### src/hdl/cfoi_mul.sv
`timescale 1ns / 1ps

module cfoi_mul (
  input  logic        clk_i,
  input  logic [32:0] a_i,
  input  logic [31:0] b_i,
  output logic [64:0] p_o
);

  logic [64:0] p_q;

  always_ff @(posedge clk_i) begin
    p_q <= 65'(a_i) * 65'(b_i);
  end

  assign p_o = p_q;

endmodule

### config.mk
export PLATFORM = sky130hd
export DESIGN_NAME = cfoi_mul
export DESIGN_NICKNAME = d
export VERILOG_FILES = /design/src/hdl/cfoi_mul.sv
export SDC_FILE = /design/constraint.sdc
export NUM_CORES = 2
export LEC_CHECK = 0
export BUFFER_PORTS_ARGS = -buffer_cell sky130_fd_sc_hd__buf_2
export CORE_MARGIN = 2
export CORE_UTILIZATION = 60
export CTS_CLUSTER_DIAMETER = 100
export CTS_CLUSTER_SIZE = 25
export DETAILED_ROUTE_END_ITERATION = 8
export GPL_TIMING_DRIVEN = 0
export PLACE_DENSITY = 0.81
export SETUP_SLACK_MARGIN = 0.3
export SLEW_MARGIN = 40
export SYNTH_ARGS = -nofsm -noshare
export SYNTH_HDL_FRONTEND = slang
export SYNTH_SLANG_ARGS = --single-unit
export TNS_END_PERCENT = 20
### constraint.sdc
create_clock -name clk_i -period 7.35 [get_ports clk_i]
set_input_delay 1.1025 -clock clk_i [delete_from_list [all_inputs] [get_ports clk_i]]
set_output_delay 1.1025 -clock clk_i [all_outputs]
set_load 0.05 [all_outputs]
Word-level counts from Yosys, hierarchy flattened
Cells that the tools add are included. W data, S select, Z words.

Multipliers: 1.

Operators by type and width (count): $mul A33 B32 Y65 (1).

Register bits: 65. Output and inout bits: 65. Word-level logic and storage cells: 2.

Depth between registers and ports, before layout
Depth in word-level cells: 1. Gate-level depth with buffers: 27.

Least setup slack after synthesis
OpenSTA, ideal clock, no wires.

Kind: input -> register. Start point: input a_i[28]. End point: register p_q[61] (netlist: p_o[61]). Path buffers: 2. Stages on the path: 26. Setup time: 138 ps. Data arrival time: 7610 ps. Slack: -399 ps. Cell sequence: clkbuf_1 > nand2_1 > fa_1 > inv_1 > fa_1 > fa_1 > inv_1 > fa_1 > inv_1 > fa_1 > fa_1 > fa_1 > inv_1 > fa_1 > inv_1 > ha_1 > clkbuf_1 > and4_1 > nand2b_1 > a2bb2oi_1 > o21ai_0 > a211oi_2 > o31ai_4 > a41o_1 > nor4b_1 > a311oi_1.

Word-level cells in the longest chain between the ends: 1.

RTL lines: start: declaration (line 5) `input logic [32:0] a_i,`; $mul A33 B32 Y65 (line 13) `p_q <= 65'(a_i) * 65'(b_i);`; end signal: assignment (line 13); end: declaration (line 10) `logic [64:0] p_q;`.

Every way passes these cells.

Worst setup path in the final report
Start point: input a_i[19]. End point: register p_q[56] (netlist: p_o[56]).

Same word-level chain as after synthesis.

==> out/metrics.cfg <==
[outcome]
status = complete, but fails checks
violations = setup timing

[clock_tree]
h-tree-depth = 3
cts_hold_buffers = 0
cts_tree = done
cts_root_buf = clkbuf_16
cts_buffers = 9
cts_buffer_depth = 2
clk_pin_slew_ns = 0.06
numClockSinks = 65

[critical_path]
start_kind = input port
critPathMaxFanout = 7
worst-path-buf-inv = 6
critPathMostFrequentCell = fa_1
cpLargestDelayFamily = adder cells
cpMaxStageDelayCell = fa_2
critPathKind = in2reg
endpoint_kind = register
critPathMaxStageDelay_ns = 0.61
cp.arrival_ns = 8.12
critPathRequiredTime_ns = 7.60

[synthesis]
syn_area_mm2 = 0.03555
synth.distinct_cells = 67
syn_avg_cell_area_um2 = 9.048
synthArstFlopShare_pct = 0
synth.most_common_cell = inv_1
synth-seq-cells = 65
synth_edf_count = 0
ys_warn_count = 0
synthTopCellsByArea = fa_1 (52%), inv_1 (9.8%), ha_1 (9.3%), and2_1 (8.6%), nand2_1 (6.7%)
synth_top_area_share_pct = 52.15
ys.flop_type = dfxtp_1
yosys-top-cells-count = inv_1 (930), fa_1 (926), nand2_1 (632)
yosysTopAreaCell = fa_1
postSynthCellCount = 3929
synth.net_count = 5185
ys_seq_area_share_pct = 3.660

[die]
die_h_um = 247.4
die_x_um = 247.4
ioPinCount = 131
row_count = 89
fp.coreArea_mm2 = 0.05880
dieArea_mm2 = 0.06121
start_util_pct = 60.46

[placed_design]
dp_hpwl_um = 102100
place.gp.congestion = 1.071
portBuffers = 130
dp_slack_ns = -1.608

[final_layout]
largest_register_ff_count = 65
nNetsFinal = 5426
syn_to_final_growth_pct = 17.64
layout-drive-gt1-share_pct = 15.69
nFillCells = 4341

[route]
first_iter_violations = 3196
via_per_inst = 6.019
wl_per_cell_um = 26.31
drt-total-wl_um = 130400
dr.pass1.iters = 9
drc_errors = 0
ant_nets = 0
vias = 29822

[sta]
fin_ws_ns = -0.5152
fmax_mhz = 127.1
fin_crit_ns = 7.865
rsz0062_at_grt = true
max_slew.worst_pin.slew_ns = 0.8563
period_share_pct = 107.0
relSlewSlack_pct = 42.91
setup_viol = 31
finalHoldViolCount = 0
drv_slew = 0

[grt]
antenna_found_initial = 14
gr-total-overflow = 0
grt_pass1_vias = 31432
grt_first_pass_wirelength_um = 188000
grt.total_usage_pct = 43.20
grt_max_degree = 12

[job]
cap_violations = 0

[hold_path]
hp-class = in2reg

[cell type report]
type                            instances  area (um2)  area share, %
Timing Repair Buffer                  230        1894          4.530
Clock inverter                          6       60.06         0.1436
Inverter                              930        3493          8.353
Multi-Input combinational cell       2717       30790          73.62
Tap cell                              773       967.2          2.313
Antenna cell                            8       20.02        0.04787
Buffer                                217        3072          7.345
Clock buffer                            9       225.2         0.5385
Sequential cell                        65        1301          3.111
[metrics by stage]
stage | util, % | hold WS (ns) | instances | instance area (um2) | setup TNS (ns)
3_3_place_gp | 64.20 | 1.411 | 4832 | 37750 | -57.55
2_1_floorplan | - | 1.230 | 3929 | 36130 | -0.09011
3_5_place_dp | 64.21 | 1.430 | 4832 | 37750 | -51.21
5_1_grt | 71.10 | 1.070 | 4948 | 41800 | -12.65
6_report | 71.13 | 1.074 | 4955 | 41820 | -8.811
4_1_cts | 69.47 | 1.052 | 4903 | 40840 | -6.035
[cells by family after synthesis]
family,share of synthesized area (%)
multiplexers,0.03167
buffers and inverters,12.12
AND/OR/NAND/NOR,17.20
flip-flops,3.660
adder cells (fa/ha/maj),61.44
XOR/XNOR,1.380
AO/OA/AOI/OAI,4.171
[placed cells by master, fill, tap and decap left out, types with 27 or more instances in the layout]
| cell | count |
|---|---|
| a21oi_1 | 57 |
| and2_4 | 27 |
| xnor2_1 | 33 |
| nand2_1 | 621 |
| fa_1 | 877 |
| dfxtp_1 | 65 |
| clkbuf_16 | 64 |
| inv_1 | 909 |
| fa_2 | 49 |
| clkbuf_8 | 59 |
| nor2_1 | 32 |
| buf_6 | 28 |
| clkbuf_4 | 37 |
| buf_4 | 101 |
| ha_1 | 248 |
| buf_2 | 89 |
| and2_1 | 463 |
| buf_8 | 30 |
[path summary, 6_finish.rpt]
kind | endpoint | slack [ns] | cells after the start | from
worst min-delay path | p_o[0]$_DFF_P_ | 1.07 | 2 | b_i[0]
worst max-delay path | p_o[56]$_DFF_P_ | -0.52 | 25 | a_i[19]
[per-layer routing]
layer	up-vias	global-route usage [%]	share of wire [%]
met2	2240	64.40	43
li1	11859	-	-
met5	-	0	0.018
met3	811	15.06	14
met1	14908	50.13	32
met4	4	36.51	11
[timing repair]
action                     4_1_cts  5_1_grt
cloned                           4        5
gates resized for setup        540      194
pin swaps                       65       89
setup endpoints to repair       48       44
setup buffers                   52       39
Power is not shown: default switching activity piles up to over one toggle a cycle in this logic, so the estimate is an artifact.
