**config.mk**
```make
export PLATFORM = sky130hd
export DESIGN_NAME = cfoi_sqrt
export DESIGN_NICKNAME = d
export VERILOG_FILES = /design/src/hdl/cfoi_sqrt.sv
export SDC_FILE = /design/constraint.sdc
export NUM_CORES = 1
export LEC_CHECK = 0
export BUFFER_PORTS_ARGS = -buffer_cell sky130_fd_sc_hd__buf_2
export CORE_MARGIN = 2
export CORE_UTILIZATION = 62
export DETAILED_ROUTE_END_ITERATION = 8
export PLACE_DENSITY_LB_ADDON = 0.3
export SLEW_MARGIN = 20
export SYNTH_ARGS = -nofsm -noshare
export SYNTH_HDL_FRONTEND = slang
export SYNTH_SLANG_ARGS = --single-unit
```
**constraint.sdc**
```tcl
create_clock -name clk_i -period 18.2 [get_ports clk_i]
set_clock_uncertainty 0.1 [all_clocks]
set_input_delay 1.82 -clock clk_i [delete_from_list [all_inputs] [get_ports clk_i]]
set_output_delay 1.82 -clock clk_i [all_outputs]
set_load 0.01 [all_outputs]
```
**src/hdl/cfoi_sqrt.sv**
```systemverilog
`timescale 1ns / 1ps

module cfoi_sqrt (
  input  logic        clk_i,
  input  logic        rst_ni,
  input  logic        start_i,
  input  logic [63:0] value_i,
  output logic        done_o,
  output logic [31:0] root_o
);

  logic        run_q;
  logic        done_q;
  logic [4:0]  cnt_q;
  logic [63:0] rem_q;
  logic [63:0] res_q;
  logic [63:0] bitv;
  logic [63:0] trial;

  assign bitv  = 64'd1 << {cnt_q, 1'b0};
  assign trial = res_q + bitv;

  always_ff @(posedge clk_i or negedge rst_ni) begin
    if (!rst_ni) begin
      run_q  <= 1'b0;
      done_q <= 1'b0;
    end else begin
      done_q <= run_q && (cnt_q == 5'd0);
      if (start_i) run_q <= 1'b1;
      else if (run_q && (cnt_q == 5'd0)) run_q <= 1'b0;
    end
  end

  always_ff @(posedge clk_i) begin
    if (start_i) begin
      rem_q <= value_i;
      res_q <= '0;
      cnt_q <= 5'd31;
    end else if (run_q) begin
      if (rem_q >= trial) begin
        rem_q <= rem_q - trial;
        res_q <= (res_q >> 1) + bitv;
      end else begin
        res_q <= res_q >> 1;
      end
      cnt_q <= cnt_q - 5'd1;
    end
  end

  assign done_o = done_q;
  assign root_o = res_q[31:0];

endmodule

```
# ---- Word level (Yosys, flattened, before mapping)
# Index checks and enable logic that the tools add are counted.
# Widths: inputs -> output; s select.
dict set report op_classes {
  eq_ne 0
  div_mod_pow 0
  n_lt_le_gt_ge 1
  n_mul 0
  n_shift 1
  add_sub_neg 4
  bitwise_logic 0
  mux 6
  reduce_logical 6
}
# operator count
set ops {}
lappend ops {{$mux 64} 4}
lappend ops {{$add 63x64->64} 1}
lappend ops {{$add 64x64->64} 1}
lappend ops {{$ge 64x64->1} 1}
lappend ops {{$shl 1x6->64 const A} 1}
lappend ops {{$sub 64x64->64} 1}
lappend ops {{$reduce_bool 2->1} 3}
lappend ops {{$logic_not 5->1} 1}
lappend ops {{$sub 5x1->5 const B} 1}
lappend ops {{$mux 1} 2}
lappend ops {{$reduce_and 2->1} 1}
lappend ops {{$logic_and 1x1->1} 1}
dict set report word_totals {
  romBits 0
  word_cells 23
  n_memories 0
  input_bits 67
  ff_bits 135
  ramBits 0
  output_inout_bits 33
  latch_bits 0
}

# ---- Logic depth before layout (Yosys ltp)
# Gate-level depths: netlist (run 1).
dict set report logic_depth {
  word_depth 6
  mapped_depth 30
}

# ---- Least setup slack after synthesis (run 1)
# No wires, ideal clock.
dict set report synth_timing {
  kind {flip-flop to flip-flop}
  from {register cnt_q[3]}
  to {register rem_q[0] (enable)}
  setup_ns 0.424
  path_stages_with_launch 25
  arrival_ns 6.603
  slack_ns 11.074
  path_cell_list {dfxtp_1 -> or2_2 -> clkbuf_1 -> nor2_1 -> ha_1 -> nand4_1 -> or3_1 -> a2111o_1 -> a21oi_1 -> a31oi_1 -> o21ai_2 -> a41o_1 -> a21o_1 -> a31oi_1 -> xor2_1 -> ha_1 -> clkbuf_1 -> a2111oi_2 -> o31ai_2 -> a21oi_2 -> a2111oi_2 -> a211o_1 -> buf_2 -> nand2_1 -> nand2_1}
}
dict set report synth_via {
  elab_chain_len 5
}
# item line
set synth_rtl {}
lappend synth_rtl {{from (decl)} 14} ;# logic [4:0] cnt_q;
lappend synth_rtl {{from (signal assigned)} 46} ;# cnt_q <= cnt_q - 5'd1;
lappend synth_rtl {{$shl 1x6->64} 20} ;# assign bitv = 64'd1 << {cnt_q, 1'b0};
lappend synth_rtl {{$add 64x64->64} 21} ;# assign trial = res_q + bitv;
lappend synth_rtl {{$ge 64x64->1} 40} ;# if (rem_q >= trial) begin
lappend synth_rtl {{$reduce_bool 2->1 (no line)} --}
lappend synth_rtl {{$reduce_and 2->1 (no line)} --}
lappend synth_rtl {{to (signal assigned)} 36} ;# rem_q <= value_i;
lappend synth_rtl {{to (signal assigned)} 41} ;# rem_q <= rem_q - trial;
lappend synth_rtl {{to (decl)} 15} ;# logic [63:0] rem_q;
# No other way between the ends.
# A chain may end at the register's enable or synchronous reset.

# ---- Worst setup path after layout (run 1)
dict set report layout_timing {
  from {register cnt_q[0]}
  to {register rem_q[51] (enable)}
}
# The elaborated chain is that of the path after synthesis.

==> results.md, run 1 <==
* Yosys warns at 0
* Overflow after GRT at 0
* CTS tree: built
* Sequential area share after synthesis at 22.7%
* Detail Placement HPWL at 34.1 mm
* Synth Instances at 1,935
* Hold WC Path Type: reg -> reg
* Total negative setup slack at 0 ns
* Final hold slack at 0.419 ns
* R2R depth at 26
* Antenna Nets Post-Route at 0
* Kind of cell adding the most delay to the critical path: compound AO/OA/AOI/OAI gates
* Setup CP Type: reg -> reg
* Mapped cell area at 14,800 um^2
* Clock buffer depth at 2
* Vias post-DR at 15,100
* First-pass detailed-route iteration total at 5
* Post-synthesis adder-cell area fraction at 11.5%
* First-pass GRT wire length at 71.3 mm
* WP buf/inv at 3
* Max stage delay on crit path at 0.66 ns
* Largest family of logic cells by synthesized area: compound AO/OA/AOI/OAI gates
* Worst EP arrival at 8.54 ns
* Hold Violations, Final at 0
* Crit. Startpoint: cnt_q[0]$_SDFFE_PP1P_
* Top FF cell, synth: dfxtp_1
* Leakage at 6.25 nW
* Dpl ws at 9.91 ns
* Initial Util at 63.1%
* Synth Area in Simple Gates at 21.4%
* Final nets at 2,119
* Data required time at the worst endpoint at 18.19 ns
* CTS root buf: clkbuf_16
* Row count at 56
* Final worst-path cycle share at 47.0%
* Total CTS buffers at 17
* Synth area leaders: edfxtp_1 13%, ha_1 11%, dfxtp_1 9.4%, nand2_1 6.1%, o21ai_0 6.1%
* Area share of the largest cell type after synthesis at 13.0%
* Xor/xnor share of the synthesized area at 8.96%
* Cell area after layout at 15,700 um^2
* Final GP Congestion at 1.02
* Wirelength, routed at 45.2 mm
* Io pins at 100
* Hold buffer count at cts at 0
* Drt initial violations at 1,723
* Fmax at 117 MHz
* Mux share of post-synthesis cell area at 0.915%
* Die span in y at 158 um
* Largest net degree at the start of global routing at 67
* Die W at 158 um
* Synth Area in Compound Gates at 28.7%
* Clock-pin slew of the registers on the worst-case setup and hold paths at 0.06 ns
* Gr usage total at 35.9%
* Max VDD drop at 0.115 mV
* R2r startpoint: cnt_q[0]$_SDFFE_PP1P_
* Reg-to-Reg End: rem_q[51]$_DFFE_PP_
* # Post-CTS Setup Buffers at 0
* Slew @ Worst Pin at 0.928 ns
* Pwr/cell area at 154 nW/um^2
* CP max FO at 48
* FFs w/ async S/R, synth at 1.48%
* Slew headroom at 37.6%
* Outcome: finished, final reports clean
* Reg2reg setup slack at 9.65 ns
* Crit end category: register
* Number of flops mapped to enable cells by yosys at 64
* Worst setup SP type: register
* Core Footprint at 23,400 um^2
* Vias/cell at 6.72
* Syn nets at 2,136
* Port bufs at 99
* CTS sink cnt at 135
* Htree depth at 4
* Remaining DRCs at 0
* Setup violators final at 0
* Synth Register Bits at 135
* Diodes inserted at 0
* Area grow syn2layout at 5.98%
* Drt wl/cell at 20.1 um
* Unrepaired setup endpoints after global routing: no
* Initial antenna violation count at 0
* DP Area at 15,000 um^2
* Vias in the first global route at 13,600
* Min Clock Period, post-route at 8.55 ns
* Post-cts sizing count at 0
* Fill cells at 2,056
* CP Capture Point: rem_q[51]$_DFFE_PP_
* Power after layout at 2.40 mW
* Mean Syn Cell Area at 7.63 um^2
* Area leader, netlist: edfxtp_1
* Setup ws final at 9.65 ns
* Slowest CP cell: nand2_2
* WP depth at 26
* Die area at 25,100 um^2
* Yosys cell types at 92
* Share of layout cells above drive strength 1 at 10.4%
* Pins over their slew limit at 0
* Clock latency on the worst-skew pair at 0.45 ns
* Max Cap Viol at 0
[state kept, by name, indices dropped and copies added (netlist names)]
register	cells
rem_q	64
res_q	64
cnt_q	5
done_o	1
run_q	1
[stage by stage]
step                instances  util [%]
finish                   2250      66.9
global route             2250      66.9
CTS                      2250      66.9
detailed placement       2218      64.3
global placement         2218      64.3
floorplan                1935         -
[tightest hold or removal path, delay by kind of cell, from the launching register on]
family          cells  cell delay, ns
flops               1            0.33
simple gates        1            0.09
compound gates      1            0.05
[per-layer routing]
layer | track usage, % | vias to the layer above | share of wire [%]
met4 | 14.0 | 0 | 3.8
li1 | - | 7127 | -
met2 | 56.8 | 856 | 44
met1 | 49.0 | 7003 | 42
met5 | 0 | - | 0
met3 | 5.99 | 129 | 9.7
[layout make-up]
cell class / instances / area [um^2] / area share, %
Multi-Input combinational cell: 1612 / 10600 / 67.5
Tap cell: 319 / 399 / 2.55
Inverter: 46 / 173 / 1.10
Sequential cell: 135 / 3360 / 21.5
Timing Repair Buffer: 106 / 554 / 3.54
Clock inverter: 11 / 105 / 0.672
Clock buffer: 21 / 503 / 3.21
[cell usage in the layout, fill, tap and decap left out, types with 14 or more instances in the layout]
cell type	instances
nor2b_1	14
clkbuf_16	19
a21o_1	40
edfxtp_1	64
nand3_1	45
nor3_1	37
nand2b_1	19
a311oi_1	18
xor2_1	80
o21ai_0	180
and3_1	23
ha_1	133
dfxtp_1	69
nand2_1	240
buf_2	98
inv_1	45
and2_1	14
a21oi_1	110
or3_1	21
a31oi_1	70
a211oi_1	42
a31o_2	16
o21bai_1	27
xnor2_1	71
nand4_1	37
nor2_1	168
[power by group]
group	total [mW]	internal (mW)	switching, mW
Clock	0.371	0.214	0.158
Sequential	0.553	0.460	0.0922
Combinational	1.48	0.570	0.911
Total	2.40	1.24	1.16
[Yosys cell counts, types with 64 or more instances]
cell	number
a21oi_1	110
a31oi_1	70
clkbuf_1	82
dfxtp_1	69
edfxtp_1	64
ha_1	133
nand2_1	241
nor2_1	168
o21ai_0	180
xnor2_1	71
xor2_1	80
[cell families (layout without fill, tap and decap cells)]
family / after synthesis / count (layout)
AOI/OAI and AO/OA: 641 / 641
xor gates and xnor gates: 151 / 151
adders and majority gates: 136 / 136
buffers and inverters: 188 / 184
DFF: 135 / 135
muxes: 13 / 13
and+or+nand+nor: 671 / 671
[worst min path at each step]
stage,to,cells past startpoint,from,slack [ns]
global route,res_q[0]$_SDFFE_PP0P_,2,res_q[0]$_SDFFE_PP0P_,0.46
global placement,res_q[0]$_SDFFE_PP0P_,2,res_q[0]$_SDFFE_PP0P_,0.40
detailed placement,res_q[0]$_SDFFE_PP0P_,2,res_q[0]$_SDFFE_PP0P_,0.41
floorplan,res_q[0]$_SDFFE_PP0P_,2,res_q[0]$_SDFFE_PP0P_,0.38
CTS,res_q[0]$_SDFFE_PP0P_,2,res_q[0]$_SDFFE_PP0P_,0.42
finish,res_q[0]$_SDFFE_PP0P_,2,res_q[0]$_SDFFE_PP0P_,0.42
No activity file was read; power rests on OpenSTA's default activity.
==> run 2: changes to the inputs <==
--- a/config.mk
+++ b/config.mk
@@ -7,7 +7,7 @@
 export LEC_CHECK = 0
 export BUFFER_PORTS_ARGS = -buffer_cell sky130_fd_sc_hd__buf_2
 export CORE_MARGIN = 2
-export CORE_UTILIZATION = 62
+export CORE_UTILIZATION = 57
 export DETAILED_ROUTE_END_ITERATION = 8
 export PLACE_DENSITY_LB_ADDON = 0.3
 export SLEW_MARGIN = 20
==> constraint.sdc (replaced) <==
create_clock -name clk_i -period 7 [get_ports clk_i]
set_clock_uncertainty 0.1 [all_clocks]
set_input_delay 0.7 -clock clk_i [delete_from_list [all_inputs] [get_ports clk_i]]
set_output_delay 0.7 -clock clk_i [all_outputs]
set_load 0.01 [all_outputs]
==> results.md, run 2 (same netlist as run 1, synthesis figures left out) <==
* Share of layout cells above drive strength 1 at 12.3% (was 10.4%)
* Initial Util at 58.3% (was 63.1%)
* Vias post-DR at 15,100 (about the same)
* Drt initial violations at 1,805 (was 1,723)
* Layout Utilization at 63.4% (was 66.9%)
* Most frequent cells in the layout: 240 x nand2_1, 178 x o21ai_0, 168 x nor2_1 (was 240 x nand2_1, 180 x o21ai_0, 168 x nor2_1)
* Setup violators final at 0 (unchanged)
* Outcome: finished, final reports clean (unchanged)
* First-pass GRT wire length at 72.1 mm (was 71.3 mm)
* Final worst-path cycle share at 97.0% (was 47.0%)
* Commonest non-fill, non-tap cell in the layout: nand2_1 (unchanged)
* Die area at 27,200 um^2 (was 25,100 um^2)
* Slew @ Worst Pin at 0.935 ns (was 0.928 ns)
* Initial antenna violation count at 0 (unchanged)
* Total CTS buffers at 17 (unchanged)
* Drt wl/cell at 20.2 um (was 20.1 um)
* CTS tree: built (unchanged)
* Max Cap Viol at 0 (unchanged)
* Biggest regs: rem_q x64, res_q x64, cnt_q x5 (unchanged)
* Detail Placement HPWL at 34.7 mm (was 34.1 mm)
* Crit end category: register (unchanged)
* Pins over their slew limit at 0 (unchanged)
* Die W at 165 um (was 158 um)
* Final nets at 2,149 (was 2,119)
* Leakage at 6.44 nW (was 6.25 nW)
* Row count at 58 (was 56)
* Overflow after GRT at 0 (unchanged)
* Vias/cell at 6.58 (was 6.72)
* Gr usage total at 33.4% (was 35.9%)
* Vias in the first global route at 13,600 (about the same)
* Clock buffer depth at 2 (unchanged)
* Power after layout at 6.46 mW (was 2.40 mW)
* Io pins at 100 (unchanged)
* Final hold slack at 0.419 ns (about the same)
* CP max FO at 8 (was 48)
* Core Footprint at 25,300 um^2 (was 23,400 um^2)
* Max VDD drop at 0.238 mV (was 0.115 mV)
* Area grow syn2layout at 8.80% (was 5.98%)
* First-pass detailed-route iteration total at 6 (was 5)
* Worst EP arrival at 7.02 ns (was 8.54 ns)
* Antenna Nets Post-Route at 0 (unchanged)
* Hold Violations, Final at 0 (unchanged)
* Data required time at the worst endpoint at 7.23 ns (was 18.19 ns)
* Largest net degree at the start of global routing at 78 (was 67)
* Die span in y at 165 um (was 158 um)
* Min Clock Period, post-route at 6.79 ns (was 8.55 ns)
* CTS sink cnt at 135 (unchanged)
* Worst setup SP type: register (unchanged)
* Fill cells at 2,273 (was 2,056)
* Remaining DRCs at 0 (unchanged)
* Htree depth at 4 (unchanged)
* Hold WC Path Type: reg -> reg (unchanged)
* Total negative setup slack at 0 ns (unchanged)
* Fmax at 147 MHz (was 117 MHz)
* Pwr/cell area at 402 nW/um^2 (was 154 nW/um^2)
* Port bufs at 99 (unchanged)
* Diodes inserted at 0 (unchanged)
* Slew headroom at 37.3% (was 37.6%)
* Setup ws final at 0.211 ns (was 9.65 ns)
* Final GP Congestion at 0.955 (was 1.02)
* Wirelength, routed at 46.2 mm (was 45.2 mm)
* CTS root buf: clkbuf_16 (unchanged)
* Dpl ws at 0.0285 ns (was 9.91 ns)
* Clock latency on the worst-skew pair at 0.44 ns (was 0.45 ns)
* Clock-pin slew of the registers on the worst-case setup and hold paths at 0.07 ns (was 0.06 ns)
* Setup CP Type: reg -> reg (unchanged)
run 2: repair_timing:
item,CTS,global route
cloned,0,1
endpoints found under the setup margin,8,133
resized for setup,2,20
buffers inserted,0,3
hold endpoints to repair,2,0
pin swaps,0,3
hold buffers,1,0
run 2: worst max-delay path, cell delays in order (launching register included):
cell and delay [ns]:
dfxtp_1 0.50, nand2b_1 0.16, buf_4 0.21, nor2_1 0.22
ha_1 0.34, a31oi_1 0.35, o21ai_0 0.19, a31oi_2 0.31
a21oi_4 0.11, a31oi_1 0.38, o21ai_2 0.14, a41o_1 0.28
a21o_1 0.21, xnor2_1 0.20, ha_1 0.33, a21o_1 0.24
a21o_1 0.21, a2111oi_2 0.48, o31ai_4 0.14, a21oi_2 0.22
nand4bb_1 0.21, a211oi_4 0.32, buf_12 0.16, buf_4 0.17
a21oi_1 0.08, o41a_1 0.15, nor4_1 0.27
run 2: area by class of cell:
class                           count  area, um^2  share of cell area, %
Multi-Input combinational cell   1612       10600                   66.3
Sequential cell                   135        3360                   20.9
Timing Repair Buffer              136         862                   5.37
Clock buffer                       24         529                   3.29
Tap cell                          330         413                   2.57
Inverter                           46         173                   1.07
Clock inverter                      8        82.6                  0.514
run 2: metrics by stage:
step	area, um^2	std cells
2_1_floorplan	14800	1935
3_3_place_gp	15300	2254
3_5_place_dp	15300	2254
4_1_cts	15900	2287
5_1_grt	16100	2291
6_report	16100	2291
run 2: final timing paths:
check	start	end	slack [ns]	cells past startpoint
setup / recovery	cnt_q[3]$_SDFFE_PP1P_	res_q[62]$_SDFFE_PP0P_	0.21	26
hold / removal	res_q[0]$_SDFFE_PP0P_	res_q[0]$_SDFFE_PP0P_	0.42	2
setup reg to reg	cnt_q[3]$_SDFFE_PP1P_	res_q[62]$_SDFFE_PP0P_	0.21	26
hold reg to reg	res_q[0]$_SDFFE_PP0P_	res_q[0]$_SDFFE_PP0P_	0.42	2
max in group asynchronous	rst_ni	run_q$_DFFE_PN0P_	6.21	2
min in group asynchronous	rst_ni	done_o$_DFF_PN0_	0.49	2
run 2: metal layers:
metal | GRT usage, % | vias to the layer above | wire length, um
met5 | 0 | - | 0
met2 | 51.8 | 784 | 20100
met4 | 10.1 | 0 | 1090
li1 | - | 7163 | -
met1 | 48.3 | 7030 | 20800
met3 | 4.45 | 88 | 4220
run 2: report_power, final:
group          internal, mW  leakage, nW  switching (mW)
clock                 0.570        0.296           0.400
sequential             1.19         1.25           0.222
combinational          1.64         4.89            2.43
total                  3.40         6.44            3.06
