File: config.mk
export PLATFORM = sky130hd
export DESIGN_NAME = cfoi_div
export DESIGN_NICKNAME = d
export VERILOG_FILES = /design/src/hdl/cfoi_div.sv
export SDC_FILE = /design/constraint.sdc
export NUM_CORES = 1
export LEC_CHECK = 0
export ABC_AREA = 1
export BUFFER_PORTS_ARGS = -buffer_cell sky130_fd_sc_hd__clkbuf_2
export CAP_MARGIN = 20
export CORE_ASPECT_RATIO = 0.7
export CORE_UTILIZATION = 45
export DETAILED_ROUTE_END_ITERATION = 6
export GPL_ROUTABILITY_DRIVEN = 1
export PLACE_DENSITY_LB_ADDON = 0.2
export SYNTH_ARGS = -nofsm -noshare
export SYNTH_HDL_FRONTEND = slang
export SYNTH_SLANG_ARGS = --single-unit
File: constraint.sdc
create_clock -name clk_i -period 11.2 [get_ports clk_i]
set_input_delay 3.36 -clock clk_i [delete_from_list [all_inputs] [get_ports clk_i]]
set_output_delay 3.36 -clock clk_i [all_outputs]
set_load 0.005 [all_outputs]
File: src/hdl/cfoi_div.sv
`timescale 1ns / 1ps

module cfoi_div (
  input  logic        clk_i,
  input  logic        rst_ni,
  input  logic        start_i,
  input  logic [95:0] rem_i,
  input  logic [95:0] den_i,
  output logic        done_o,
  output logic [31:0] quo_o
);

  logic        run_q;
  logic        done_q;
  logic [4:0]  cnt_q;
  logic [95:0] rem_q;
  logic [95:0] den_q;
  logic [31:0] quo_q;
  logic [96:0] shifted;
  logic [96:0] diff;
  logic        ge;

  assign shifted = {rem_q, 1'b0};
  assign ge      = shifted >= {1'b0, den_q};
  assign diff    = shifted - {1'b0, den_q};

  always_ff @(posedge clk_i or negedge rst_ni) begin
    if (!rst_ni) begin
      run_q  <= 1'b0;
      done_q <= 1'b0;
    end else begin
      done_q <= run_q && (cnt_q == 5'd0);
      if (start_i) run_q <= 1'b1;
      else if (run_q && (cnt_q == 5'd0)) run_q <= 1'b0;
    end
  end

  always_ff @(posedge clk_i) begin
    if (start_i) begin
      rem_q <= rem_i;
      den_q <= den_i;
      quo_q <= '0;
      cnt_q <= 5'd31;
    end else if (run_q) begin
      rem_q <= ge ? diff[95:0] : shifted[95:0];
      quo_q <= {quo_q[30:0], ge};
      cnt_q <= cnt_q - 5'd1;
    end
  end

  assign done_o = done_q;
  assign quo_o  = quo_q;

endmodule
# After elaboration in Yosys (flattened, before gate mapping)

Cells that the tools add are included.

Bits in registers: 231
Input bits: 195
Output and inout bits: 33
Logic and storage cells: 18

$add $sub $neg: 2
$lt $le $gt $ge: 1
Multiplexer cells: 5
Reduce and logical (&&, ||, !) cells: 4

Operators by type and width:

| operator                                          | number |
|---|---|
| two-way mux 96 bit                                | 3 |
| greater-or-equal comparator 97 x 96 -> 1 bit      | 1 |
| subtractor 96 bit                                 | 1 |
| zero test 5 bit                                   | 1 |
| subtractor 5 x 1 -> 5 bit (second input constant) | 1 |
| nonzero test 2 bit                                | 2 |
| two-way mux 1 bit                                 | 2 |
| logical AND 1 bit                                 | 1 |

# Logic depth before layout (Yosys ltp)

Gate-level depths: netlist of the first run.

Depth after elaboration: 4
Depth in mapped cells: 19
Gate-level depth less buffers: 19

# Worst setup path after synthesis of the first run

Ideal clock, no wire load.

Path kind: input to register
Start point: in start_i
End point: reg rem_q[0], enable pin
Library setup time: 498 ps
Arrival: 6325 ps
Required time: 10702 ps
Setup slack: 4377 ps
Stages: 3
Path buffers: 1
Path through: nor2_1 inv_1 clkbuf_1

Cells in the longest elaborated chain, start to end: 1

RTL lines:

| element                      | RTL line | RTL |
|---|---|---|
| start: declaration           | 6        | `input logic start_i,` |
| nonzero test 2 bit (no line) | n/a      |  |
| end signal: assignment       | 40       | `rem_q <= rem_i;` |
| end signal: assignment       | 45       | `rem_q <= ge ? diff[95:0] : shifted[95:0];` |
| end: declaration             | 16       | `logic [95:0] rem_q;` |

No other way between the ends.
A chain may end at the register's enable or synchronous reset.

# Worst setup path after layout of the first run

Start point: in start_i
End point: reg rem_q[40], enable pin

The elaborated chain is that of the path after synthesis.

==> impl_metrics.json, run 1 <==
{
  "status": "finished with violations",
  "violations": "design-rule violations",
  "hp-class": "reg -> reg",
  "cts_buffers": 24,
  "netlist_instances": 3318,
  "cp_data_arrival_time_ns": 5.33,
  "grt_pass1_wl_mm": 104,
  "busiest_layer": "met1",
  "synth-edff-count": 192,
  "synthArstFlopShare": 0.00866,
  "yosysSeqAreaShare": 0.323,
  "stdcell_area_um2": 22700,
  "fmax_mhz": 194,
  "synthFlopType": "edfxtp_1",
  "synth_warnings": 0,
  "overflow": 0,
  "placed_cell_area_um2": 21900,
  "areaGrowthSynthToFinish_pct": 12.0,
  "mostFrequentLayoutCells": "nand2_1 (1343), inv_1 (814), clkbuf_2 (226)",
  "crit_path_start_kind": "primary input",
  "setup_violations": 0,
  "rows": 64,
  "skew_ns": 0.0219,
  "grtUsageTotal": 0.294,
  "ys_types": 40,
  "fin_crit_ns": 5.14,
  "avgSynthCellArea_um2": 6.11,
  "cts_tree": "yes",
  "clk_pin_slew_ns": 0.06,
  "ctsHtreeMaxLevel": 1,
  "drt-pass1-iter-count": 7,
  "die_w_um": 256,
  "slew-limit-headroom": 0.198,
  "clk_path_buf_depth": 3,
  "end_kind": "register",
  "whs_ns": 0.486,
  "ctsHoldBuffers": 0,
  "cts_root_buffer": "clkbuf_16",
  "fin_ws_ns": 6.06,
  "grtUsageMet2": 0.384,
  "gp_congestion": 1.08,
  "final.setup.tns_ns": 0,
  "p_per_area_nw_per_um2": 257,
  "peakVddDrop_v": 0.000144,
  "use_met3": 0.0831,
  "place.port_buffers": 227,
  "netlist_area_um2": 20300,
  "seqCellArea_um2": 6560,
  "die_area_um2": 45900,
  "final_common_cell": "nand2_1",
  "place_ws_ns": 5.49,
  "slew_violations": 0,
  "grt_setup_unrepaired": "false",
  "grt_pass1_vias": 18300,
  "synth_fp_nets": 3611,
  "hold_violations": 0,
  "cts-resized-gates": 0,
  "antenna_cells": 0,
  "grt_max_degree": 96,
  "worst_pin_slew_ns": 1.20,
  "dp_hpwl_mm": 55.7,
  "drt_wl_total_mm": 68.7,
  "fillCellCount": 4700,
  "drt_iter0_markers": 2085,
  "clock_latency_ns": 0.58,
  "viasPerCell": 4.93,
  "power.total_mw": 5.83,
  "clock_sinks": 231,
  "drive_gt1_frac": 0.0957,
  "vias": 20400,
  "start_util": 0.461,
  "multi_input_area_um2": 10300,
  "ios": 228,
  "drv_cap": 0,
  "core_area_um2": 44000,
  "wl_per_cell_um": 16.6,
  "post_cts_buffers": 0,
  "drcViolationCount": 23,
  "fin_nets": 3806,
  "chipHeight_um": 180,
  "ys_ff_latch": 231,
  "cp_data_required_time_ns": 11.39,
  "antenna_found_initial": 0,
  "post-route-util": 0.516,
  "rrSetupSlack_ns": 6.64,
  "path_max_fanout": 73,
  "leakage_nw": 13.2,
  "dp_cells": 4081,
  "met1_usage": 0.468,
  "postRouteAntennaNets": 0,
  "finalNonFillerCells": 4125,
  "worstSetupPathType": "in -> reg",
  "fin_crit_sh": 0.459
}
-- logic make-up (layout without fill, tap and decap cells) --
group | Yosys count | after routing | share of synthesized area
simple gates | 1932 | 1932 | 0.394
buf+inv | 904 | 1117 | 0.172
flops | 231 | 231 | 0.323
fa+ha+maj | 98 | 98 | 0.0608
compound gates | 98 | 98 | 0.0270
xor+xnor | 55 | 55 | 0.0237
-- sequential cells by signal, summed over array words and instances (netlist names) --
signal  flops
rem_q      96
cnt_q       5
run_q       1
quo_o      32
done_o      1
den_q      96
-- worst max-delay path, cell delays in order --
cell    delay, ns
buf_6        0.26
nor2_1       0.16
inv_4        0.56
buf_4        0.80
-- Yosys cell counts (3+ instances only) --
cell type  instances  area (um^2)
nand4_1          120          751
nand3_1          184          921
nand2_1         1343         5040
nor2_2            13         81.3
xnor2_1           53          464
nand2_2           21          131
inv_1            815         3060
buf_1              9         33.8
dfxtp_1           37          741
ha_1              97         1210
clkinv_1           3         11.3
a21oi_1           56          280
nor3_1            15         75.1
o21ai_0            7         35.0
nor2_4             3         33.8
inv_2             19         71.3
and2_1             8         50.1
nor3_2             3         30.0
nor2_1           215          807
o22ai_1           30          188
clkbuf_1          28          105
edfxtp_1         192         5770
buf_2             25          125
-- path summary, 6_finish.rpt --
check                                  to  depth (start not counted)      start
worst max-delay path            rem_q[40]                          4    start_i
worst min-delay path            quo_o[24]                          2  quo_o[23]
worst min register to register  quo_o[24]                          2  quo_o[23]
max in group asynchronous           run_q                          1     rst_ni
min in group asynchronous          done_o                          1     rst_ni
worst max register to register   rem_q[2]                         13  rem_q[63]
-- layer usage --
metal | share of wire | wire length, um
met1 | 0.50 | 34700
met2 | 0.36 | 24700
met3 | 0.12 | 7940
met4 | 0.020 | 1350
met5 | 0 | 0
-- power breakdown --
group | switching, mW | leakage (nW) | total, mW | internal [mW]
Clock | 0.365 | 0.389 | 0.820 | 0.454
Sequential | 0.127 | 2.30 | 1.32 | 1.19
Combinational | 2.55 | 10.5 | 3.70 | 1.15
-- area by class of cell --
class	instances	area share
repair buffers	236	0.0533
clock inverters	13	0.00529
well taps	594	0.0327
clock buffers	31	0.0299
inverters	837	0.138
multi-input cells	2183	0.452
flip-flops and latches	231	0.289
No activity file was read; power rests on OpenSTA's default activity.
==> run 2: changes to the inputs <==
ABC_AREA = 0   (was 1)
clock period = 4.5 ns   (was 11.2 ns; I/O delays follow)
==> run 2 against run 1 <==
Compared with the run above: the run now ends clean; first-iteration DRC count fell by 38%; worst setup slack worse by 5.8 ns; routed wire length down 38%; global-route usage decreased by 5.5 points; power rose by 120%; critical path depth increased by 10; largest power group unchanged; design area shrank 21%; clock power grew to 2.5 times the previous value.
==> impl_metrics.json, run 2 <==
{
  "netlist_instances": 1669,
  "synthTopCellsByArea": "edfxtp_1 (37%), ha_1 (7.8%), a21oi_1 (6.8%)",
  "ys_ff_latch": 231,
  "final_common_cell": "clkbuf_2",
  "fmax_mhz": 235,
  "cts_buffers": 26,
  "ios": 228,
  "wl_per_cell_um": 18.1,
  "fin_nets": 2154,
  "slew-limit-headroom": 0.507,
  "cp_data_arrival_time_ns": 4.54,
  "slowest_delay_ns": 0.43,
  "antenna_found_initial": 0,
  "gp_congestion": 0.946,
  "cts_root_buffer": "clkbuf_16",
  "drcViolationCount": 0,
  "r2r-start": "rem_q[6]",
  "clk_pin_slew_ns": 0.07,
  "postRouteAntennaNets": 0,
  "hp-class": "reg -> reg",
  "end_kind": "register",
  "start_util": 0.461,
  "drive_gt1_frac": 0.199,
  "leakage_nw": 7.98,
  "cpMaxStageDelayCell": "o31a_2",
  "fillCellCount": 3125,
  "worstSetupPathType": "reg -> reg",
  "synth_xor_area_frac": 0.0523,
  "slew_violations": 0,
  "synth_fp_nets": 1962,
  "cp_data_required_time_ns": 4.78,
  "cp-startpoint": "rem_q[6]",
  "ctsHtreeMaxLevel": 1,
  "fin_crit_sh": 0.947,
  "setup_violations": 0,
  "grt_pass1_vias": 12400,
  "core_area_um2": 33800,
  "dp_hpwl_mm": 32.0,
  "grt_pass1_wl_mm": 67.2,
  "synth_top_family_by_area": "compound AO/OA/AOI/OAI gates",
  "place_ws_ns": 0.175,
  "hold_violations": 0,
  "yosysTopAreaCellShare": 0.370,
  "fin_crit_ns": 4.26,
  "place.port_buffers": 227,
  "avgSynthCellArea_um2": 9.34,
  "clk_path_buf_depth": 3,
  "crit_path_start_kind": "register",
  "final.setup.tns_ns": 0,
  "mostFrequentLayoutCells": "clkbuf_2 (226), a21oi_1 (211), edfxtp_1 (192)",
  "ys_types": 78,
  "hp-start": "quo_o[16]",
  "grtUsageTotal": 0.239,
  "synth_largest_area_cell": "edfxtp_1",
  "yosysSeqAreaShare": 0.421,
  "rows": 56,
  "drt-pass1-iter-count": 7,
  "clock_sinks": 231,
  "synth_mux_area_frac": 0.0567,
  "path_max_fanout": 20,
  "peakVddDrop_v": 0.000366,
  "overflow": 0,
  "drv_cap": 0,
  "netlist_area_um2": 15600,
  "cp_top_family": "compound AO/OA/AOI/OAI gates",
  "grt_setup_unrepaired": "false",
  "yosysMostFrequentCell": "a21oi_1",
  "synth-compound-area-share": 0.198,
  "p_per_area_nw_per_um2": 711,
  "ctsHoldBuffers": 0,
  "fin_ws_ns": 0.240,
  "synthFlopType": "edfxtp_1",
  "drt_wl_total_mm": 42.5,
  "cp.buffers_inverters": 2,
  "synthSimpleGateAreaFrac": 0.130,
  "drt_iter0_markers": 1295,
  "synth_warnings": 0,
  "skew_ns": 0.0213,
  "cts_tree": "yes",
  "synth_top_cells_by_count": "a21oi_1 (211), edfxtp_1 (192), nor2_1 (154)",
  "viasPerCell": 5.58,
  "grt_max_degree": 142,
  "die_area_um2": 35400,
  "die_w_um": 224,
  "worst_pin_slew_ns": 0.732,
  "areaGrowthSynthToFinish_pct": 15.6,
  "synth-edff-count": 192,
  "clock_latency_ns": 0.57,
  "status": "complete, no violations",
  "vias": 13100,
  "cp_cell_sequence": "ha_2 > and4_1 > nand2_1 > a211o_1 > o211a_2 > a211oi_4 > a22oi_2 > o31a_1 > a31o_4 > o31a_2 > buf_12 > buf_4 > a211oi_1 > a21oi_1",
  "synthAdderAreaFrac": 0.0792,
  "synthArstFlopShare": 0.00866,
  "chipHeight_um": 158
}
==> run 2: changes by cell type after synthesis, sizes merged, moves of 76 or more <==
cell	change
nand4	-85
inv	-685
a21oi	+154
nor2	-76
nand3	-166
nand2	-1246
==> run 2: layer usage <==
| layer | track usage | wire length [um] | share of wire |
|---|---|---|---|
| met2 | 0.347 | 17500 | 0.41 |
| met3 | 0.0373 | 3030 | 0.071 |
| met4 | 0.0483 | 720 | 0.017 |
| met1 | 0.371 | 21300 | 0.50 |
| met5 | 0 | 0 | 0 |
==> run 2: cell families after synthesis <==
| group | count (synthesis) |
|---|---|
| XOR/XNOR | 93 |
| adder cells (fa/ha/maj) | 98 |
| flip-flops | 231 |
| buffers and inverters | 237 |
| AO/OA/AOI/OAI | 493 |
| multiplexers | 82 |
| AND/OR/NAND/NOR | 435 |
==> run 2: area by class of cell <==
| type | count | area (um^2) | share of cell area |
|---|---|---|---|
| multi-input cells | 1201 | 8080 | 0.448 |
| flip-flops and latches | 231 | 6560 | 0.364 |
| repair buffers | 252 | 1410 | 0.0782 |
| clock buffers | 30 | 707 | 0.0392 |
| well taps | 464 | 581 | 0.0322 |
| inverters | 149 | 559 | 0.0310 |
| clock inverters | 18 | 126 | 0.00701 |
| diodes | 1 | 2.50 | 0.000139 |
==> run 2: per-stage QoR <==
step	total power [mW]	instance area (um^2)	utilization	hold WS (ns)	instances
after floorplan	8.82	15600	-	0.472	1669
after global placement	10.5	17200	0.508	0.481	2295
after detailed placement	10.6	17200	0.508	0.511	2295
after CTS	12.7	18000	0.533	0.527	2343
after global routing	13.8	18000	0.534	0.537	2345
final	12.8	18000	0.534	0.521	2346
==> run 2: power by group <==
part	switching [mW]	internal, mW
registers	0.322	3.04
logic	4.32	3.04
clock network	0.948	1.14
==> run 2: repair_timing <==
item,CTS,global route
setup endpoints to repair,0,42
buffers inserted,0,2
resized for setup,0,5
==> run 2: worst paths after layout <==
path                        endpoint  slack, ns  cells after the start
setup / recovery           rem_q[20]       0.24                     14
hold / removal             quo_o[17]       0.52                      2
setup reg to reg           rem_q[20]       0.24                     14
hold reg to reg            quo_o[17]       0.52                      2
max in group asynchronous      run_q       3.82                      1
min in group asynchronous     done_o       0.57                      1
==> run 2: worst register-to-register path: cells and delay by family, from the launching register on <==
kind | cells | cell delay, ns
AO/OA/AOI/OAI | 9 | 2.37
adder cells (fa/ha/maj) | 1 | 0.41
buffers and inverters | 2 | 0.41
flip-flops | 1 | 0.41
AND/OR/NAND/NOR | 2 | 0.39
==> run 3: changes to the inputs <==
BUFFER_PORTS_ARGS = default   (was -buffer_cell sky130_fd_sc_hd__clkbuf_2)
CORE_UTILIZATION = 51   (was 45)
DONT_BUFFER_PORTS = 1   (was default)
==> run 3 against run 2 <==
Compared with the run above: via count is 5.9% lower; sequential share of layout area increased by 2.8 points; final cell count decreased by 12%; worst setup slack worse by 0.017 ns; power shrank 1.3%; worst hold slack got worse by 0.021 ns; clock skew shrank 0.0061 ns; critical endpoint is now rem_q[74]; highest routed layer is now met5.
==> impl_metrics.json, run 3 (synthesized netlist as in run 2, its figures left out) <==
{
  "clk_path_buf_depth": 3,
  "worst_pin_slew_ns": 0.751,
  "cp-startpoint": "rem_q[3]",
  "post-route-util": 0.557,
  "postRouteAntennaNets": 0,
  "place.port_buffers": 0,
  "dp_cells": 2010,
  "mostFrequentLayoutCells": "a21oi_1 (211), edfxtp_1 (192), nor2_1 (154)",
  "hold_violations": 0,
  "worstSetupPathType": "reg -> reg",
  "antenna_found_initial": 8,
  "fillCellCount": 2708,
  "power.total_mw": 12.7,
  "drt-pass1-iter-count": 7,
  "peakVddDrop_v": 0.000363,
  "drv_cap": 0,
  "whs_ns": 0.500,
  "slew_violations": 0,
  "leakage_nw": 6.98,
  "final.setup.tns_ns": 0,
  "crit_path_start_kind": "register",
  "hp-class": "in -> async",
  "start_util": 0.519,
  "clock_sinks": 231,
  "clk_pin_slew_ns": 0.06,
  "post_cts_buffers": 0,
  "p_per_area_nw_per_um2": 756,
  "fin_nets": 1917,
  "grt_setup_unrepaired": "false",
  "fin_ws_ns": 0.223,
  "fin_crit_sh": 0.950,
  "ctsHoldBuffers": 0,
  "overflow": 0,
  "r2r_cells": 14,
  "cts_root_buffer": "clkbuf_16",
  "finalNonFillerCells": 2058,
  "grtUsageTotal": 0.257,
  "status": "complete, no violations",
  "r2r-start": "rem_q[3]",
  "place_ws_ns": 0.322,
  "viasPerCell": 5.98,
  "cts_tree": "yes",
  "end_kind": "register",
  "core_area_um2": 30000,
  "setup_violations": 0,
  "fin_crit_ns": 4.28,
  "cts_buffers": 24,
  "stdcell_area_um2": 16700,
  "clock_latency_ns": 0.54,
  "grt_pass1_vias": 11600,
  "cp_data_arrival_time_ns": 4.57,
  "final_common_cell": "a21oi_1",
  "ctsHtreeMaxLevel": 1,
  "rows": 53,
  "die_w_um": 211,
  "ios": 228,
  "chipHeight_um": 148,
  "skew_ns": 0.0152,
  "fmax_mhz": 234,
  "wl_per_cell_um": 19.6,
  "drt_wl_total_mm": 40.4,
  "slew-limit-headroom": 0.495,
  "cp_data_required_time_ns": 4.79,
  "areaGrowthSynthToFinish_pct": 7.38,
  "grt_pass1_wl_mm": 63.5,
  "path_max_fanout": 5,
  "vias": 12300,
  "drcViolationCount": 0,
  "placed_cell_area_um2": 15900,
  "dp_hpwl_mm": 30.0,
  "gp_congestion": 0.952,
  "drt_iter0_markers": 1331,
  "die_area_um2": 31300,
  "drive_gt1_frac": 0.0786,
  "grt_max_degree": 284,
  "cts-resized-gates": 0
}
run 3: cell count changes in the layout (fill, tap and decap cells not counted), moves of 2 or more:
cell	previous run	this run
buf_4	19	11
bufinv_16	0	2
clkbuf_1	1	5
clkbuf_2	226	0
clkinv_1	4	2
clkinv_4	3	1
clkinvlp_4	2	0
diode_2	1	4
inv_4	2	0
run 3: cell type report:
class	instances	area, um^2	share of cell area
multi-input cells	1201	8060	0.482
inverters	149	559	0.0334
clock inverters	11	121	0.00725
diodes	4	10.0	0.000598
flip-flops and latches	231	6560	0.392
well taps	412	515	0.0308
repair buffers	17	203	0.0121
clock buffers	33	708	0.0423
run 3: worst paths after layout:
check,end,slack (ns)
setup reg to reg,rem_q[74],0.22
hold / removal,done_o,0.50
min in group clk_i,cnt_q[1],0.53
hold reg to reg,cnt_q[1],0.53
max in group asynchronous,run_q,3.92
setup / recovery,rem_q[74],0.22
run 3: per-layer routing:
metal | up-vias | routed length [um] | global-route usage
met4 | 8 | 867 | 0.0638
met2 | 502 | 16300 | 0.353
met5 | - | 52 | 0
met1 | 5801 | 19700 | 0.398
met3 | 65 | 3490 | 0.0610
li1 | 5931 | - | -
run 3: power by group:
group	leakage, nW	switching (mW)	internal, mW
Combinational	4.29	4.22	2.97
Sequential	2.27	0.334	3.04
Clock	0.408	0.863	1.22
Total	6.98	5.42	7.23
run 3: worst max-delay path, cell delays in order (launching register included):
cell	delay, ns
edfxtp_1	0.40
ha_1	0.39
a21o_1	0.20
a21o_1	0.17
a31o_2	0.27
a21oi_1	0.44
o41ai_2	0.18
a31oi_1	0.50
o21ai_0	0.25
buf_4	0.21
a21oi_1	0.32
o21ai_0	0.19
xnor2_1	0.17
a21oi_1	0.10
mux2_2	0.26
